<file path="src/rtl/polar_pose_controller_core_assert.svh">
// Assertion macros used by the controller's queue.
`ifndef POLAR_POSE_CONTROLLER_CORE_ASSERT_SVH
`define POLAR_POSE_CONTROLLER_CORE_ASSERT_SVH

// Same-cycle implication.
`define PPC_ASSERT_IMPLY(label, clk, rst, ante, cons) \
   label: assert property (@(posedge clk) disable iff (rst) (ante) |-> (cons)) \
      else $error("ppc assertion failed");

// Next-cycle implication.
`define PPC_ASSERT_NEXT(label, clk, rst, ante, cons) \
   label: assert property (@(posedge clk) disable iff (rst) (ante) |=> (cons)) \
      else $error("ppc assertion failed");

`endif

</file>
<file path="src/rtl/ppc_pkg.sv">
package ppc_pkg;

   localparam int POS_W      = 24;
   localparam int ANG_W      = 16;
   localparam int GAIN_W     = 16;
   localparam int THR_W      = 23;
   localparam int OUT_W      = 24;
   localparam int CSR_IDX_W  = 3;
   localparam int CSR_DATA_W = 23;

   localparam int DIFF_W = POS_W + 1;     // goal - robot
   localparam int CX_W   = 44;            // cordic x/y, diff scaled by 2^16 plus growth
   localparam int CZ_W   = 24;            // cordic angle, 2^-20 rad
   localparam int ROOT_W = 25;            // rho
   localparam int SQ_W   = 2 * DIFF_W;    // one square
   localparam int REM_W  = SQ_W + 1;      // sum of squares / remainder
   localparam int WRAP_W = 18;            // angle arithmetic before wrap

   localparam int CORDIC_STEPS    = 20;
   localparam int QUEUE_DEPTH_DEF = 2;

   localparam logic [CSR_IDX_W-1:0] CSR_GAIN_DISTANCE      = 3'd0;
   localparam logic [CSR_IDX_W-1:0] CSR_GAIN_BEARING       = 3'd1;
   localparam logic [CSR_IDX_W-1:0] CSR_GAIN_FINAL_ANGLE   = 3'd2;
   localparam logic [CSR_IDX_W-1:0] CSR_DISTANCE_THRESHOLD = 3'd3;

   localparam logic signed [WRAP_W-1:0] PI_Q13          = 18'sd25736;
   localparam logic signed [WRAP_W-1:0] TWO_PI_Q13      = 18'sd51472;
   localparam logic signed [WRAP_W-1:0] HEADING_TOL_Q13 = 18'sd819;
   localparam logic signed [CZ_W-1:0]   HALF_PI_Q20     = 24'sd1647099;

   localparam logic signed [CZ_W-1:0] ATAN_Q20 [CORDIC_STEPS] = '{
      24'sd823550, 24'sd486170, 24'sd256879, 24'sd130396, 24'sd65451,
      24'sd32757,  24'sd16383,  24'sd8192,   24'sd4096,   24'sd2048,
      24'sd1024,   24'sd512,    24'sd256,    24'sd128,    24'sd64,
      24'sd32,     24'sd16,     24'sd8,      24'sd4,      24'sd2
   };

   typedef struct packed {
      logic signed [GAIN_W-1:0] gain_distance;
      logic signed [GAIN_W-1:0] gain_bearing;
      logic signed [GAIN_W-1:0] gain_final_angle;
      logic [THR_W-1:0]         distance_threshold;
   } ppc_cfg_type;

   typedef struct packed {
      logic signed [DIFF_W-1:0] dx;
      logic signed [DIFF_W-1:0] dy;
      logic signed [CX_W-1:0]   cx;
      logic signed [CX_W-1:0]   cy;
      logic signed [CZ_W-1:0]   cz;
      logic                     on_goal;
      logic signed [ANG_W-1:0]  rh;
      logic                     heading_ok;
   } ppc_item_type;

   // wrap into (-pi, pi]; one step suffices for all inputs used here
   function automatic logic signed [WRAP_W-1:0] wrap_angle(
      input logic signed [WRAP_W-1:0] a);
      logic signed [WRAP_W-1:0] r;
      r = a;
      if (a > PI_Q13) begin
         r = a - TWO_PI_Q13;
      end else if (a <= -PI_Q13) begin
         r = a + TWO_PI_Q13;
      end
      return r;
   endfunction

endpackage

</file>
<file path="src/rtl/ppc_front.sv">
module ppc_front (
   input  logic                              clock,
   input  logic                              reset,
   input  logic                              start,
   output logic                              busy,
   input  logic signed [ppc_pkg::POS_W-1:0]  robot_x,
   input  logic signed [ppc_pkg::POS_W-1:0]  robot_y,
   input  logic signed [ppc_pkg::ANG_W-1:0]  robot_heading,
   input  logic signed [ppc_pkg::POS_W-1:0]  goal_x,
   input  logic signed [ppc_pkg::POS_W-1:0]  goal_y,
   input  logic signed [ppc_pkg::ANG_W-1:0]  goal_heading,
   input  logic                              q_full,
   output logic                              push,
   output ppc_pkg::ppc_item_type             push_item
);
   import ppc_pkg::*;

   logic                     f_valid_ff;
   ppc_item_type             f_item_ff;
   ppc_item_type             item_in;
   logic                     accept;
   logic                     advance;
   logic signed [DIFF_W-1:0] dx;
   logic signed [DIFF_W-1:0] dy;
   logic signed [CX_W-1:0]   x0;
   logic signed [CX_W-1:0]   y0;
   logic signed [WRAP_W-1:0] hd;

   assign busy    = f_valid_ff && q_full;
   assign accept  = start && !busy;
   assign advance = !f_valid_ff || !q_full;
   assign push    = f_valid_ff && !q_full;
   assign push_item = f_item_ff;

   assign dx = DIFF_W'(goal_x) - DIFF_W'(robot_x);
   assign dy = DIFF_W'(goal_y) - DIFF_W'(robot_y);
   assign x0 = CX_W'(dx) <<< 16;
   assign y0 = CX_W'(dy) <<< 16;
   assign hd = wrap_angle(WRAP_W'(goal_heading) - WRAP_W'(robot_heading));

   always_comb begin
      item_in.dx         = dx;
      item_in.dy         = dy;
      item_in.on_goal    = (dx == '0) && (dy == '0);
      item_in.rh         = robot_heading;
      item_in.heading_ok = (hd > -HEADING_TOL_Q13) && (hd < HEADING_TOL_Q13);
      // left half plane: quarter-turn into the right half first
      if (dx < 0) begin
         if (dy >= 0) begin
            item_in.cx = y0;
            item_in.cy = -x0;
            item_in.cz = HALF_PI_Q20;
         end else begin
            item_in.cx = -y0;
            item_in.cy = x0;
            item_in.cz = -HALF_PI_Q20;
         end
      end else begin
         item_in.cx = x0;
         item_in.cy = y0;
         item_in.cz = '0;
      end
   end

   always_ff @(posedge clock) begin
      if (reset) begin
         f_valid_ff <= 1'b0;
      end else if (advance) begin
         f_valid_ff <= accept;
      end
   end

   always_ff @(posedge clock) begin
      if (advance && accept) begin
         f_item_ff <= item_in;
      end
   end

endmodule

</file>
<file path="config.mk">
export PLATFORM = sky130hd
export DESIGN_NAME = ppc_front
export DESIGN_NICKNAME = d
export VERILOG_FILES = /design/src/rtl/polar_pose_controller_core_assert.svh /design/src/rtl/ppc_pkg.sv /design/src/rtl/ppc_front.sv
export SDC_FILE = /design/constraint.sdc
export NUM_CORES = 1
export LEC_CHECK = 0
export BUFFER_PORTS_ARGS = -buffer_cell sky130_fd_sc_hd__buf_2
export CORE_MARGIN = 2
export CORE_UTILIZATION = 45
export CTS_BUF_LIST = sky130_fd_sc_hd__clkbuf_4
export DETAILED_ROUTE_END_ITERATION = 7
export GPL_TIMING_DRIVEN = 1
export PLACE_DENSITY = 0.72
export REMOVE_ABC_BUFFERS = 1
export SLEW_MARGIN = 0
export SYNTH_ARGS = -nofsm -noshare
export SYNTH_HDL_FRONTEND = slang
export SYNTH_SLANG_ARGS = --single-unit
export TNS_END_PERCENT = 10
</file>
<file path="constraint.sdc">
create_clock -name clock -period 9.7 [get_ports clock]
set_input_delay 0.485 -clock clock [delete_from_list [all_inputs] [get_ports clock]]
set_output_delay 0.485 -clock clock [all_outputs]
set_load 0.005 [all_outputs]
</file>
==> metrics.cfg, run 1 <==
[status]
status=completed

[drt]
dr.pass1.iters=5
drc=0
antenna_left=0
wl_per_cell_um=16.7
vias=8931
detail_route.iter0.violations=434
drt-total-wl_um=27600
viasPerCell=5.42

[clocking]
cts_buffers=17
cts_buffer_depth=2
h-tree-depth=4
cts_tree=yes
post_cts_resized=0
clkTransAtPathRegs_ps=160
cts_sinks=128
cts_root_buffer=clkbuf_4
clk_latency_ps=580

[logic_synthesis]
synthFlopType=edfxtp_1
synth_compound_area_share_pct=20.0
synth-xor-area-share_pct=8.17
yosys.area_share.simple_pct=14.1
synthTopCellsByCount=127 x edfxtp_1, 113 x inv_1, 92 x nor2_1
ys_ff_latch=128
synth.mux.area_fraction_pct=0.690
yosys_warnings=0
synthAdderAreaFrac_pct=9.26
synth_cell_types=75
yosys.area.top_type=edfxtp_1
syn_inst=1088
synth_area_leaders=edfxtp_1 38%, ha_1 8.7%, xnor2_1 5.3%
synth-edff-count=127
seq_area_frac_synth_pct=38.4
avgSynthCellArea_sq_um=9.17
synth.most_common_cell=edfxtp_1
netlist.area_leader.share_pct=38.2
async_reset_ff_share_pct=0
netlist_area_sq_um=9970
synth_top_family_by_area=compound AO/OA/AOI/OAI gates

[floorplan]
start_util_pct=45.7
die-area_sq_um=23400
io-pin-count=314
die_width_um=153
fp-row-count=54
die_h_um=153
core_sq_um=21800

[cells_and_area]
fillers=2052
utilization_pct=53.7
area.growth.synth_to_final_pct=17.5
regArea_sq_um=3830
drive_above_1_share_pct=25.4
final_cell_area_sq_um=11700
multi_input_area_sq_um=5340
stdcell_count=1648
nets=1552

[critical_path]
worstSetupStartpointType=input port
cp_num_buf_inv=5
path_max_fanout=30
crit_chain=buf_2 > inv_1 > ha_1 > inv_1 > fa_1 > a21o_1 > a21oi_2 > o21bai_2 > a2111oi_4 > o21ai_2 > o41ai_4 > o21ai_0 > o21a_1 > buf_4 > inv_1 > o21ai_0 > xnor2_1 > o21ai_0
slowest_delay_ps=740
crit_slowest_cell=inv_1
path_class=input port to flop
required_ps=10030
crit_family=compound AO/OA/AOI/OAI gates
cp.arrival_ps=4780
end_kind=flop

[sta]
slew_headroom_pct=32.0
fmax_mhz=225
max_slew.worst_pin.slew_ps=1020
hold_viol_final=0
fin_setup_tns_ps=0
finalCriticalPeriod_ps=4450
skew_ps=32.6
finalSetupViolations=0
fin_crit_sh_pct=45.9
slew_violations=0
rsz0062_at_grt=no

[power]
vdd_drop_max_uv=61.1
pwr-share-comb_pct=40.7
p_leak_nw=5.31
p_sw_mw=0.741
p_int_mw=1.14
clkPwrFrac_pct=20.1
power_density_nw_per_um2=161
p_sw_share_pct=39.4
pwr-share-seq_pct=39.2

[grt]
grt_pass1_wl_um=43400
first_global_vias=8380
gr-usage-all-layers_pct=23.2
grt-ovfl-total=0
grt_max_degree=89
antenna_found_initial=10

[place]
place_congestion=0.874
io_buffers=281
dp_cells=1608
dp_hpwl_um=21800
post_dp_cell_area_sq_um=11400

[hold_path]
min_path_type=input port to flop

[run]
drv_cap=0

[layout make-up]
type | count | area share (%)
multi-input cells | 801 | 45.6
flip-flops and latches | 128 | 32.7
repair buffers | 287 | 12.4
inverters | 113 | 3.62
well taps | 280 | 2.99
clock inverters | 15 | 1.45
clock buffers | 17 | 1.09
diodes | 7 | 0.149
[cells by family (layout without fill, tap and decap cells)]
| family | count (synthesis) | in the layout |
|---|---|---|
| buffers and inverters | 193 | 432 |
| flip-flops | 128 | 128 |
| other | 1 | 42 |
| multiplexers | 6 | 6 |
| AND/OR/NAND/NOR | 297 | 297 |
| XOR/XNOR | 93 | 93 |
| AO/OA/AOI/OAI | 298 | 298 |
| adder cells (fa/ha/maj) | 72 | 72 |
[repair_timing]
item / in CTS / in global routing
hold buffers: 1 / 0
setup buffers: 0 / 0
hold endpoints to repair: 1 / 0
endpoints found under the setup margin: 0 / 0
[layout by cell type, fill, tap and decap left out, drive strengths merged, types with 14 or more instances in the layout]
cell / count
o21ai: 56
nor2: 92
nand2: 75
edfxtp: 127
o21a: 17
ha: 69
nor3: 28
nor4: 14
xnor2: 60
nand3: 26
a21oi: 86
conb: 35
buf: 286
a21o: 25
clkbuf: 17
inv: 120
xor2: 33
[state kept, by name, summed over array words and instances (netlist names)]
name	flops
push_item	127
f_valid_ff	1
[power by group through the flow]
stage	Combinational, mW	Clock, mW	Sequential (mW)
after global placement	0.740	0	0.753
after CTS	0.759	0.390	0.741
after floorplan	0.498	0	0.765
final	0.766	0.379	0.738
after global routing	0.850	0.414	0.747
after detailed placement	0.756	0	0.754
[metal layers]
| layer | global-route usage, % | wire length [um] | vias to the layer above |
|---|---|---|---|
| met5 | 0 | 41 | - |
| met4 | 8.42 | 782 | 6 |
| met3 | 5.22 | 1900 | 55 |
| met2 | 40.4 | 13600 | 347 |
| met1 | 28.2 | 11300 | 4149 |
| li1 | - | - | 4374 |
[metrics by stage]
stage / setup slack, ps / power (mW) / hold WS [ps]
after floorplan: 2770 / 1.26 / 557
after global placement: 4810 / 1.49 / 639
after detailed placement: 4710 / 1.51 / 645
after CTS: 5330 / 1.89 / 34.7
after global routing: 4980 / 2.01 / 35.6
final: 5250 / 1.88 / 78.4
[path summary, 6_finish.rpt]
path / from / to / slack (ps) / cells past startpoint
setup reg to reg: f_valid_ff / push_item[139] / 7190 / 4
hold / removal: robot_heading[12] / push_item[13] / 80 / 1
setup / recovery: goal_y[0] / push_item[112] / 5250 / 18
hold reg to reg: f_valid_ff / f_valid_ff / 670 / 3
(Power assumes the default switching activity.)
==> run 2: changes to the inputs <==
- PLACE_DENSITY: 0.72 -> 0.75
- clock period: 9.7 -> 4 ns (I/O delays scaled with it)
==> run 2 against run 1 <==
Net effect:
- sequential cell count did not move
- combinational power rose to 2.7 times the previous value
- cell count rose by 4.9%
==> metrics.cfg, run 2 (synthesis results as in run 1) <==
[sta]
finalSetupViolations=0
slew_violations=0
hold_viol_final=0
max_slew.worst_pin.slew_ps=744
skew_ps=30.6
slew_headroom_pct=50.3
fmax_mhz=263
fin_crit_sh_pct=94.9
holdWs_ps=83.9
finalCriticalPeriod_ps=3800

[power]
pwr-share-seq_pct=37.0
p_sw_share_pct=38.3
clkPwrFrac_pct=19.9
p_leak_nw=5.70
p_int_mw=2.98
power_density_nw_per_um2=388
vdd_drop_max_uv=171
pwr-share-comb_pct=43.0
p_sw_mw=1.85

[clocking]
cts_buffer_depth=2
h-tree-depth=4
clk_latency_ps=580
cts_buffers=17
cts_tree=yes
cts_root_buffer=clkbuf_4
clkTransAtPathRegs_ps=160
cts_sinks=128

[cells_and_area]
area.growth.synth_to_final_pct=24.8
final_common_cell=buf_2
final_cell_mix=281 x buf_2, 127 x edfxtp_1, 113 x inv_1
final_cell_area_sq_um=12400
largest_reg_flops=127
utilization_pct=57.0
stdcell_count=1729
drive_above_1_share_pct=28.8
nets=1632

[drt]
drc=0
vias=9358
wl_per_cell_um=16.7
antenna_left=0
dr.pass1.iters=8
detail_route.iter0.violations=739
drt-total-wl_um=28800
viasPerCell=5.41

[critical_path]
rrSetupSlack_ps=1870
worstSetupStartpointType=input port
reg2reg_to=push_item[135]
end_kind=flop
path_class=input port to flop
cp.arrival_ps=4150
path_max_fanout=5
required_ps=4350
r2r_cells=3
timing.rr.start=f_valid_ff

[grt]
grt_pass1_wl_um=44700
antenna_found_initial=12
first_global_vias=8947
grt_max_degree=107
gr-usage-all-layers_pct=23.7
grt-ovfl-total=0

[place]
io_buffers=281
dp_cells=1664
dp_hpwl_um=22500
post_dp_cell_area_sq_um=11900
place_congestion=0.919

[hold_path]
min_delay_path_depth=2
hp-start=goal_x[1]
holdPathEnd=push_item[156]
min_path_type=input port to flop

[floorplan]
io-pin-count=314
die-area_sq_um=23400
die_h_um=153
fp-row-count=54
core_sq_um=21800
die_width_um=153
start_util_pct=45.7

[status]
status=completed

[run]
drv_cap=0

## run 2: cell type report
type	count	area, sq um
well taps	280	350
diodes	8	20.0
flip-flops and latches	128	3830
repair buffers	366	2140
multi-input cells	802	5390
clock buffers	17	128
fillers	1943	9380
inverters	113	424
clock inverters	15	166
## run 2: layer usage
layer / vias up / global-route usage [%] / part of all wire (%)
met5: - / 0 / 0.20
met4: 8 / 10.4 / 3.0
met3: 77 / 4.99 / 6.8
met2: 359 / 41.0 / 50
met1: 4381 / 28.7 / 40
li1: 4533 / - / -
## run 2: power groups by stage
stage          Clock [mW]  Sequential (mW)  Combinational, mW
2_1_floorplan           0             1.86               1.21
3_3_place_gp            0             1.82               1.95
3_5_place_dp            0             1.82               1.99
4_1_cts             0.978             1.79               2.01
5_1_grt              1.02             1.81               2.29
6_report            0.962             1.79               2.08
## run 2: what timing repair did
| action | 4_1_cts | 5_1_grt |
|---|---|---|
| endpoints found under the setup margin | 0 | 1 |
| gates resized for setup | 0 | 11 |
| hold buffers | 18 | 0 |
| hold endpoints to repair | 17 | 0 |
| buffers inserted | 0 | 6 |
## run 2: worst max-delay path by stage
stage | slack, ps | start | to
after floorplan | -2710 | f_valid_ff | push_item[0]
after global placement | 40 | goal_y[0] | push_item[125]
after detailed placement | -90 | goal_y[0] | push_item[125]
after CTS | 90 | robot_heading[0] | push_item[0]
after global routing | -20 | robot_heading[0] | push_item[0]
final | 200 | robot_heading[0] | push_item[0]
## run 2: worst max-delay path, stage by stage
cell and delay [ps]:
dlygate4sd3_1 540, buf_2 140, ha_1 220, fa_1 390
nand2b_1 200, a21oi_2 170, xor2_1 190, inv_1 80
ha_1 180, inv_1 60, a2111oi_2 50, a311oi_1 310
o31ai_2 120, a211o_1 360, mux2_2 290, o22ai_1 160
o31ai_1 110, a311oi_1 290, o2bb2ai_1 100
## run 2: through the flow
stage               TNS (ps)  total power [mW]  worst slack (ps)
detailed placement      -122              3.81             -86.9
CTS                        0              4.78              93.2
global route           -21.6              5.12             -21.6
global placement           0              3.77              41.8
floorplan            -360700              3.06             -2710
finish                     0              4.83               203
