===== src/rtl/polar_pose_controller_core_assert.svh =====
// Assertion macros used by the controller's queue.
`ifndef POLAR_POSE_CONTROLLER_CORE_ASSERT_SVH
`define POLAR_POSE_CONTROLLER_CORE_ASSERT_SVH

// Same-cycle implication.
`define PPC_ASSERT_IMPLY(label, clk, rst, ante, cons) \
   label: assert property (@(posedge clk) disable iff (rst) (ante) |-> (cons)) \
      else $error("ppc assertion failed");

// Next-cycle implication.
`define PPC_ASSERT_NEXT(label, clk, rst, ante, cons) \
   label: assert property (@(posedge clk) disable iff (rst) (ante) |=> (cons)) \
      else $error("ppc assertion failed");

`endif


===== src/rtl/ppc_pkg.sv =====
package ppc_pkg;

   localparam int POS_W      = 24;
   localparam int ANG_W      = 16;
   localparam int GAIN_W     = 16;
   localparam int THR_W      = 23;
   localparam int OUT_W      = 24;
   localparam int CSR_IDX_W  = 3;
   localparam int CSR_DATA_W = 23;

   localparam int DIFF_W = POS_W + 1;     // goal - robot
   localparam int CX_W   = 44;            // cordic x/y, diff scaled by 2^16 plus growth
   localparam int CZ_W   = 24;            // cordic angle, 2^-20 rad
   localparam int ROOT_W = 25;            // rho
   localparam int SQ_W   = 2 * DIFF_W;    // one square
   localparam int REM_W  = SQ_W + 1;      // sum of squares / remainder
   localparam int WRAP_W = 18;            // angle arithmetic before wrap

   localparam int CORDIC_STEPS    = 20;
   localparam int QUEUE_DEPTH_DEF = 2;

   localparam logic [CSR_IDX_W-1:0] CSR_GAIN_DISTANCE      = 3'd0;
   localparam logic [CSR_IDX_W-1:0] CSR_GAIN_BEARING       = 3'd1;
   localparam logic [CSR_IDX_W-1:0] CSR_GAIN_FINAL_ANGLE   = 3'd2;
   localparam logic [CSR_IDX_W-1:0] CSR_DISTANCE_THRESHOLD = 3'd3;

   localparam logic signed [WRAP_W-1:0] PI_Q13          = 18'sd25736;
   localparam logic signed [WRAP_W-1:0] TWO_PI_Q13      = 18'sd51472;
   localparam logic signed [WRAP_W-1:0] HEADING_TOL_Q13 = 18'sd819;
   localparam logic signed [CZ_W-1:0]   HALF_PI_Q20     = 24'sd1647099;

   localparam logic signed [CZ_W-1:0] ATAN_Q20 [CORDIC_STEPS] = '{
      24'sd823550, 24'sd486170, 24'sd256879, 24'sd130396, 24'sd65451,
      24'sd32757,  24'sd16383,  24'sd8192,   24'sd4096,   24'sd2048,
      24'sd1024,   24'sd512,    24'sd256,    24'sd128,    24'sd64,
      24'sd32,     24'sd16,     24'sd8,      24'sd4,      24'sd2
   };

   typedef struct packed {
      logic signed [GAIN_W-1:0] gain_distance;
      logic signed [GAIN_W-1:0] gain_bearing;
      logic signed [GAIN_W-1:0] gain_final_angle;
      logic [THR_W-1:0]         distance_threshold;
   } ppc_cfg_type;

   typedef struct packed {
      logic signed [DIFF_W-1:0] dx;
      logic signed [DIFF_W-1:0] dy;
      logic signed [CX_W-1:0]   cx;
      logic signed [CX_W-1:0]   cy;
      logic signed [CZ_W-1:0]   cz;
      logic                     on_goal;
      logic signed [ANG_W-1:0]  rh;
      logic                     heading_ok;
   } ppc_item_type;

   // wrap into (-pi, pi]; one step suffices for all inputs used here
   function automatic logic signed [WRAP_W-1:0] wrap_angle(
      input logic signed [WRAP_W-1:0] a);
      logic signed [WRAP_W-1:0] r;
      r = a;
      if (a > PI_Q13) begin
         r = a - TWO_PI_Q13;
      end else if (a <= -PI_Q13) begin
         r = a + TWO_PI_Q13;
      end
      return r;
   endfunction

endpackage


===== src/rtl/ppc_queue.sv =====
module ppc_queue #(
   parameter int DEPTH = ppc_pkg::QUEUE_DEPTH_DEF
) (
   input  logic                  clock,
   input  logic                  reset,
   input  logic                  push,
   input  ppc_pkg::ppc_item_type push_item,
   output logic                  full,
   output logic                  out_valid,
   output ppc_pkg::ppc_item_type out_item
);
   import ppc_pkg::*;

   `include "polar_pose_controller_core_assert.svh"

   localparam int PTR_W = (DEPTH > 1) ? $clog2(DEPTH) : 1;
   localparam int CNT_W = $clog2(DEPTH + 1);

   ppc_item_type     mem [DEPTH];
   logic [PTR_W-1:0] wr_ptr_ff;
   logic [PTR_W-1:0] rd_ptr_ff;
   logic [CNT_W-1:0] count_ff;
   logic [CNT_W-1:0] count_in;
   logic             out_valid_ff;
   ppc_item_type     out_item_ff;
   logic             pop;

   // back end never stalls, so drain every cycle
   assign pop       = count_ff != '0;
   assign full      = count_ff == CNT_W'(DEPTH);
   assign out_valid = out_valid_ff;
   assign out_item  = out_item_ff;

   always_comb begin
      count_in = count_ff;
      if (push && !pop) begin
         count_in = count_ff + CNT_W'(1);
      end else if (pop && !push) begin
         count_in = count_ff - CNT_W'(1);
      end
   end

   always_ff @(posedge clock) begin
      if (reset) begin
         wr_ptr_ff    <= '0;
         rd_ptr_ff    <= '0;
         count_ff     <= '0;
         out_valid_ff <= 1'b0;
      end else begin
         count_ff     <= count_in;
         out_valid_ff <= pop;
         if (push) begin
            wr_ptr_ff <= (wr_ptr_ff == PTR_W'(DEPTH - 1)) ? '0 : wr_ptr_ff + PTR_W'(1);
         end
         if (pop) begin
            rd_ptr_ff <= (rd_ptr_ff == PTR_W'(DEPTH - 1)) ? '0 : rd_ptr_ff + PTR_W'(1);
         end
      end
   end

   always_ff @(posedge clock) begin
      if (push) begin
         mem[wr_ptr_ff] <= push_item;
      end
      if (pop) begin
         out_item_ff <= mem[rd_ptr_ff];
      end
   end

   `PPC_ASSERT_IMPLY(a_no_overflow, clock, reset, push, !full)
   `PPC_ASSERT_IMPLY(a_drained, clock, reset, 1'b1, count_ff <= CNT_W'(1))
   `PPC_ASSERT_NEXT(a_push_held, clock, reset, push, count_ff != '0)

endmodule


===== config.mk =====
export PLATFORM = sky130hd
export DESIGN_NAME = ppc_queue
export DESIGN_NICKNAME = d
export VERILOG_FILES = /design/src/rtl/ppc_pkg.sv /design/src/rtl/ppc_queue.sv
export VERILOG_INCLUDE_DIRS = /design/src /design/src/rtl
export SDC_FILE = /design/constraint.sdc
export NUM_CORES = 1
export LEC_CHECK = 0
export BUFFER_PORTS_ARGS = -buffer_cell sky130_fd_sc_hd__buf_2
export CORE_ASPECT_RATIO = 1.4
export CORE_MARGIN = 5
export CORE_UTILIZATION = 55
export DETAILED_ROUTE_END_ITERATION = 8
export PLACE_DENSITY = 0.8
export SETUP_SLACK_MARGIN = 0.5
export SLEW_MARGIN = 20
export SYNTH_ARGS = -nofsm -noshare
export SYNTH_HDL_FRONTEND = slang
export SYNTH_SLANG_ARGS = --single-unit

===== constraint.sdc =====
create_clock -name clock -period 12.45 [get_ports clock]
set_input_delay 2.49 -clock clock [delete_from_list [all_inputs] [get_ports clock]]
set_output_delay 2.49 -clock clock [all_outputs]
set_load 0.005 [all_outputs]

==> flow_metrics.py, run 1 <==
metrics = {
    "outcome": {
        "status": "finished, final reports clean",
    },
    "floorplanning": {
        "die_area_um2": 38300,
        "floorplan.rows": 80,
        "die_w_um": 167,
        "die_height_um": 230,
        "core-area_um2": 34000,
        "ios": 365,
        "start_util_pct": 55.7,
    },
    "clocking": {
        "cts_resized": 0,
        "cts_max_level": 2,
        "cts_hold_buf": 0,
        "cts_made_buffers": 49,
        "clkSinkCount": 545,
        "cts_setup_buffers": 0,
        "clockBufferDepth": 3,
        "clk_pin_slew_ps": 60,
        "tritoncts": "yes",
        "cts-root-buf": "clkbuf_16",
        "clock_latency_ps": 560,
    },
    "route": {
        "wl_per_cell_um": 21.9,
        "drt-pass1-iter-count": 4,
        "drt-total-wl_mm": 36.4,
        "vias": 8616,
        "drc": 0,
        "drtAntennaViolNets": 0,
        "drt_iter0_drc": 606,
        "viasPerCell": 5.17,
    },
    "timing": {
        "whs_ps": 518,
        "slew_headroom_pct": 26.9,
        "rsz0062_at_grt": "false",
        "fin_ws_ps": 7300,
        "finalCriticalPeriod_ps": 5150,
        "finalHoldViolCount": 0,
        "finalSetupTns_ps": 0,
        "fmax_mhz": 194,
        "finalSetupViolCount": 0,
        "max_slew.worst_pin.slew_ps": 1100,
        "slew_viol_final": 0,
        "clock_skew_ps": 16.9,
        "fin_crit_sh_pct": 41.3,
    },
    "setup_path": {
        "critPathMaxFanout": 77,
        "cp-end-kind": "register",
        "crit_type": "in -> reg",
        "reg2reg_depth": 3,
        "cp.required_ps": 12610,
        "crit_arrival_ps": 5310,
        "worstSetupStartpointType": "primary input",
    },
    "placement": {
        "hpwl_mm": 23.2,
        "placedCellCount": 1564,
        "io_buffers": 364,
        "gp_congestion": 0.798,
        "place_ws_ps": 6680,
    },
    "logic_synthesis": {
        "yosysTopAreaCell": "edfxtp_1",
        "synth-async-reset-ratio_pct": 0,
        "syn_inst": 762,
        "synth.most_common_cell": "edfxtp_1",
        "synth_edf_count": 540,
        "synth-seq-area-share_pct": 86.1,
        "synth_fp_nets": 946,
        "synth_flop_cell": "edfxtp_1",
        "ys_types": 16,
        "synth-seq-cells": 545,
        "synth_commonest_cells": "540 x edfxtp_1, 90 x mux2_2, 90 x mux2_4",
        "synth_area_leaders": "edfxtp_1 86%, mux2_4 7.1%, mux2_2 5.3%",
        "avgSynthCellArea_um2": 24.9,
        "netlist_area_um2": 19000,
        "yosys_warnings": 0,
        "synth_top_cell_area_share_pct": 85.6,
    },
    "global_route": {
        "grt_pass1_wl_mm": 54.4,
        "grt.total_usage_pct": 18.6,
        "grt_max_degree": 109,
        "grt_remaining_overflow": 0,
        "antenna_found_initial": 17,
        "grt_pass1_vias": 9308,
    },
    "power_and_ir_drop": {
        "leakage_nw": 8.42,
        "max-vdd-ir-drop_v": 0.000435,
        "p_per_area_nw_per_um2": 220,
    },
    "job": {
        "maxCapViolCount": 0,
    },
    "hold_path": {
        "hold_depth": 2,
        "hp-class": "reg -> reg",
    },
    "layout": {
        "drive_gt1_share_pct": 51.8,
        "instances_no_fill": 1666,
        "final_net_count": 1348,
        "post-route-util_pct": 67.1,
        "area_growth_syn_to_layout_pct": 20.4,
    },
}
-- state kept, by name, indices dropped and copies added, names as in the netlist --
name / flops
mem: 360
wr_ptr_ff: 1
out_valid: 1
count_ff: 2
rd_ptr_ff: 1
out_item: 180
-- final timing paths --
path,endpoint,from,slack (ps)
worst min-delay path,count_ff[1]$_SDFFE_PP0P_,count_ff[1]$_SDFFE_PP0P_,520
worst min register to register,count_ff[1]$_SDFFE_PP0P_,count_ff[1]$_SDFFE_PP0P_,520
worst max-delay path,mem[0][69]$_DFFE_PP_,push,7300
worst max register to register,mem[0][69]$_DFFE_PP_,wr_ptr_ff$_SDFFE_PP0P_,9060
-- layout make-up --
| class | instances | area, µm² |
|---|---|---|
| clock inverters | 26 | 265 |
| inverters | 1 | 11.3 |
| repair buffers | 371 | 1870 |
| multi-input cells | 196 | 2480 |
| fillers | 2195 | 11200 |
| clock buffers | 61 | 1270 |
| flip-flops and latches | 545 | 16300 |
| well taps | 451 | 564 |
| diodes | 15 | 37.5 |
-- critical path, stage by stage --
cell and delay [ps]:
buf_2 130, nor2b_4 720, buf_4 960, buf_4 900
-- routing by layer --
metal  vias up  share of wire, %  routed length [µm]  track usage [%]
met5         -             0.091                  33                0
met4         6               4.6                1660             9.57
met3        97               6.5                2370             4.55
met2       312                54               19800             32.3
met1      4319                35               12600             21.4
li1       3882                 -                   -                -
-- cells in the final DEF, fill, tap and decap left out, drive strengths merged --
cell type / synthesis / layout
a21oi: 1 / 1
and2: 1 / 1
buf: 20 / 371
bufinv: 0 / 5
clkbuf: 0 / 61
clkinv: 0 / 15
clkinvlp: 0 / 2
dfxtp: 5 / 5
diode: 0 / 15
edfxtp: 540 / 540
ha: 1 / 1
inv: 1 / 5
mux2: 180 / 180
nor2: 5 / 5
nor2b: 2 / 2
o21ai: 1 / 1
or3: 1 / 1
xnor2: 1 / 1
xor2: 3 / 3
-- power by group --
group          total (mW)  internal [mW]  switching (mW)
combinational       0.958          0.442           0.516
sequential           2.63           2.49           0.136
clock                1.44          0.829           0.615
total                5.03           3.76            1.27
-- kinds of logic (layout without fill, tap and decap cells) --
logic type | after synthesis | in the layout | share of synthesized area [%]
DFF | 545 | 545 | 86.1
muxes | 180 | 180 | 12.5
buffers and inverters | 21 | 459 | 0.911
and+or+nand+nor | 9 | 9 | 0.231
xor gates and xnor gates | 4 | 4 | 0.185
AOI/OAI and AO/OA | 2 | 2 | 0.0528
adders and majority gates | 1 | 1 | 0.0660
other | 0 | 15 | 0
-- through the flow --
stage / power [mW] / instance area, µm²
floorplan: 3.28 / 19000
global placement: 3.61 / 21200
detailed placement: 3.64 / 21200
CTS: 5.09 / 22800
global route: 5.25 / 22800
finish: 5.03 / 22800
Note: power is estimated with default switching activity, not from simulation.
==> run 2: changes to the inputs <==
CORE_UTILIZATION = 49   (was 55)
PLACE_DENSITY = 0.76   (was 0.8)
clock period = 4.6 ns   (was 12.45 ns; I/O delays follow)
==> run 2 against run 1 <==
Net effect:
- sequential power rose to 2.7 times the previous value
- core utilization shrank 6.9 points
- flip-flop and latch count stayed put
- register-to-register slack got worse by 6900 ps
- largest power group unchanged
- combinational power grew to 2.8 times the previous value
- die area grew 12%
- first-iteration DRC count shrank 13%
- global-route usage fell by 2.4 points
- power grew to 2.8 times the previous value
- worst setup slack got worse by 5200 ps
- critical path depth down 1
==> flow_metrics.py, run 2 (synthesized netlist as in run 1, its figures left out) <==
metrics = {
    "outcome": {
        "status": "finished, final reports clean",
    },
    "job": {
        "maxCapViolCount": 0,
    },
    "placement": {
        "io_buffers": 364,
        "hpwl_mm": 22.8,
        "gp_congestion": 0.777,
    },
    "clocking": {
        "clockBufferDepth": 3,
        "clk_pin_slew_ps": 70,
        "cts-root-buf": "clkbuf_16",
        "cts_hold_buf": 0,
        "cts_setup_buffers": 0,
        "clkSinkCount": 545,
        "cts_made_buffers": 50,
        "cts_resized": 0,
        "tritoncts": "yes",
        "cts_max_level": 2,
        "clock_latency_ps": 560,
    },
    "route": {
        "drc": 0,
        "viasPerCell": 4.86,
        "drt-pass1-iter-count": 4,
        "vias": 8454,
        "drt_iter0_drc": 528,
        "drtAntennaViolNets": 0,
        "wl_per_cell_um": 20.3,
        "drt-total-wl_mm": 35.3,
    },
    "setup_path": {
        "worstPathCellList": "nor2_1, clkinvlp_4, buf_12",
        "crit_type": "reg -> reg",
        "cp-startpoint": "count_ff[0]$_SDFFE_PP0P_",
        "slowest_delay_ps": 740,
        "crit_arrival_ps": 2620,
        "r2r_start": "count_ff[0]$_SDFFE_PP0P_",
        "cp-end-kind": "register",
        "cp.required_ps": 4760,
        "reg2reg_slack_ps": 2140,
        "critPathMaxFanout": 100,
        "worstSetupStartpointType": "register",
        "cpMaxStageDelayCell": "clkinvlp_4",
    },
    "timing": {
        "rsz0062_at_grt": "false",
        "fin_crit_sh_pct": 53.4,
        "finalHoldViolCount": 0,
        "slew_viol_final": 0,
        "max_slew.worst_pin.slew_ps": 1100,
        "slew_headroom_pct": 26.6,
        "fmax_mhz": 407,
        "finalSetupTns_ps": 0,
        "clock_skew_ps": 15.6,
        "finalCriticalPeriod_ps": 2460,
        "finalSetupViolCount": 0,
    },
    "global_route": {
        "antenna_found_initial": 17,
        "grt_max_degree": 181,
        "grt_remaining_overflow": 0,
        "grt_pass1_vias": 9149,
        "grt_pass1_wl_mm": 53.0,
        "grt.total_usage_pct": 16.2,
    },
    "floorplanning": {
        "core-area_um2": 38400,
        "die_w_um": 176,
        "floorplan.rows": 85,
        "ios": 365,
        "start_util_pct": 49.4,
        "die_height_um": 243,
        "die_area_um2": 42800,
    },
    "layout": {
        "largest_register_ffs": 360,
        "drive_gt1_share_pct": 52.1,
        "post-route-util_pct": 60.2,
        "final_common_cell": "edfxtp_1",
        "fill_cells": 2706,
        "multi_input_area_um2": 2480,
        "largest-register": "mem",
        "area_growth_syn_to_layout_pct": 21.9,
        "final_net_count": 1349,
        "mostFrequentLayoutCells": "540 x edfxtp_1, 364 x buf_2, 90 x mux2_2, 90 x mux2_4, 53 x clkbuf_16",
        "regArea_um2": 16300,
    },
    "power_and_ir_drop": {
        "leakage_nw": 8.49,
        "p_per_area_nw_per_um2": 600,
        "max-vdd-ir-drop_v": 0.000380,
    },
    "hold_path": {
        "worstHoldStart": "mem[0][81]$_DFFE_PP_",
        "hp-class": "reg -> reg",
    },
}
run 2: changes by cell type in the layout (fill, tap and decap cells not counted), moves of 3 or more:
cell        change
clkbuf_8        +3
clkinv_2        -4
clkbuf_16       +4
buf_4           -5
clkinvlp_4      +5
buf_12          +5
diode_2         -3
run 2: worst max-delay path, delay by kind of cell (launching register included):
kind,cells,cell delay (ps)
buffers and inverters,2,1200
flip-flops,1,350
AND/OR/NAND/NOR,1,340
run 2: final cells by class:
type,instances,area share (%)
clock buffers,67,6.10
well taps,522,2.83
inverters,1,0.0325
repair buffers,371,8.38
diodes,12,0.130
flip-flops and latches,545,70.6
clock inverters,27,1.21
multi-input cells,196,10.7
run 2: where the power goes:
group          internal (mW)  leakage (nW)  switching, mW  total (mW)
clock network           2.44         0.803           1.71        4.15
registers               6.73          5.15          0.324        7.05
logic                   1.22          2.54           1.43        2.65
total                   10.4          8.49           3.46        13.9
run 2: worst paths after layout:
path | depth (start not counted) | end
setup / recovery | 3 | out_item[165]$_DFFE_PP_
setup reg to reg | 3 | out_item[165]$_DFFE_PP_
hold reg to reg | 1 | out_item[81]$_DFFE_PP_
hold / removal | 1 | out_item[81]$_DFFE_PP_
run 2: layer usage:
| metal | GRT usage (%) | vias to the layer above | share of wire [%] |
|---|---|---|---|
| li1 | - | 3881 | - |
| met1 | 18.4 | 4201 | 35 |
| met2 | 28.4 | 282 | 54 |
| met3 | 4.54 | 80 | 7.2 |
| met4 | 7.43 | 10 | 3.9 |
| met5 | 0 | - | 0.18 |
run 2: through the flow:
step / instances / total power [mW] / area, µm² / hold slack, ps / setup WS (ps)
after floorplan: 762 / 8.78 / 19000 / 461 / 549
after global placement: 1635 / 9.82 / 21400 / 485 / 2070
after detailed placement: 1635 / 9.89 / 21400 / 517 / 2070
after CTS: 1729 / 14.1 / 23100 / 522 / 2160
after global routing: 1739 / 14.5 / 23100 / 520 / 2010
final: 1741 / 13.9 / 23100 / 536 / 2140
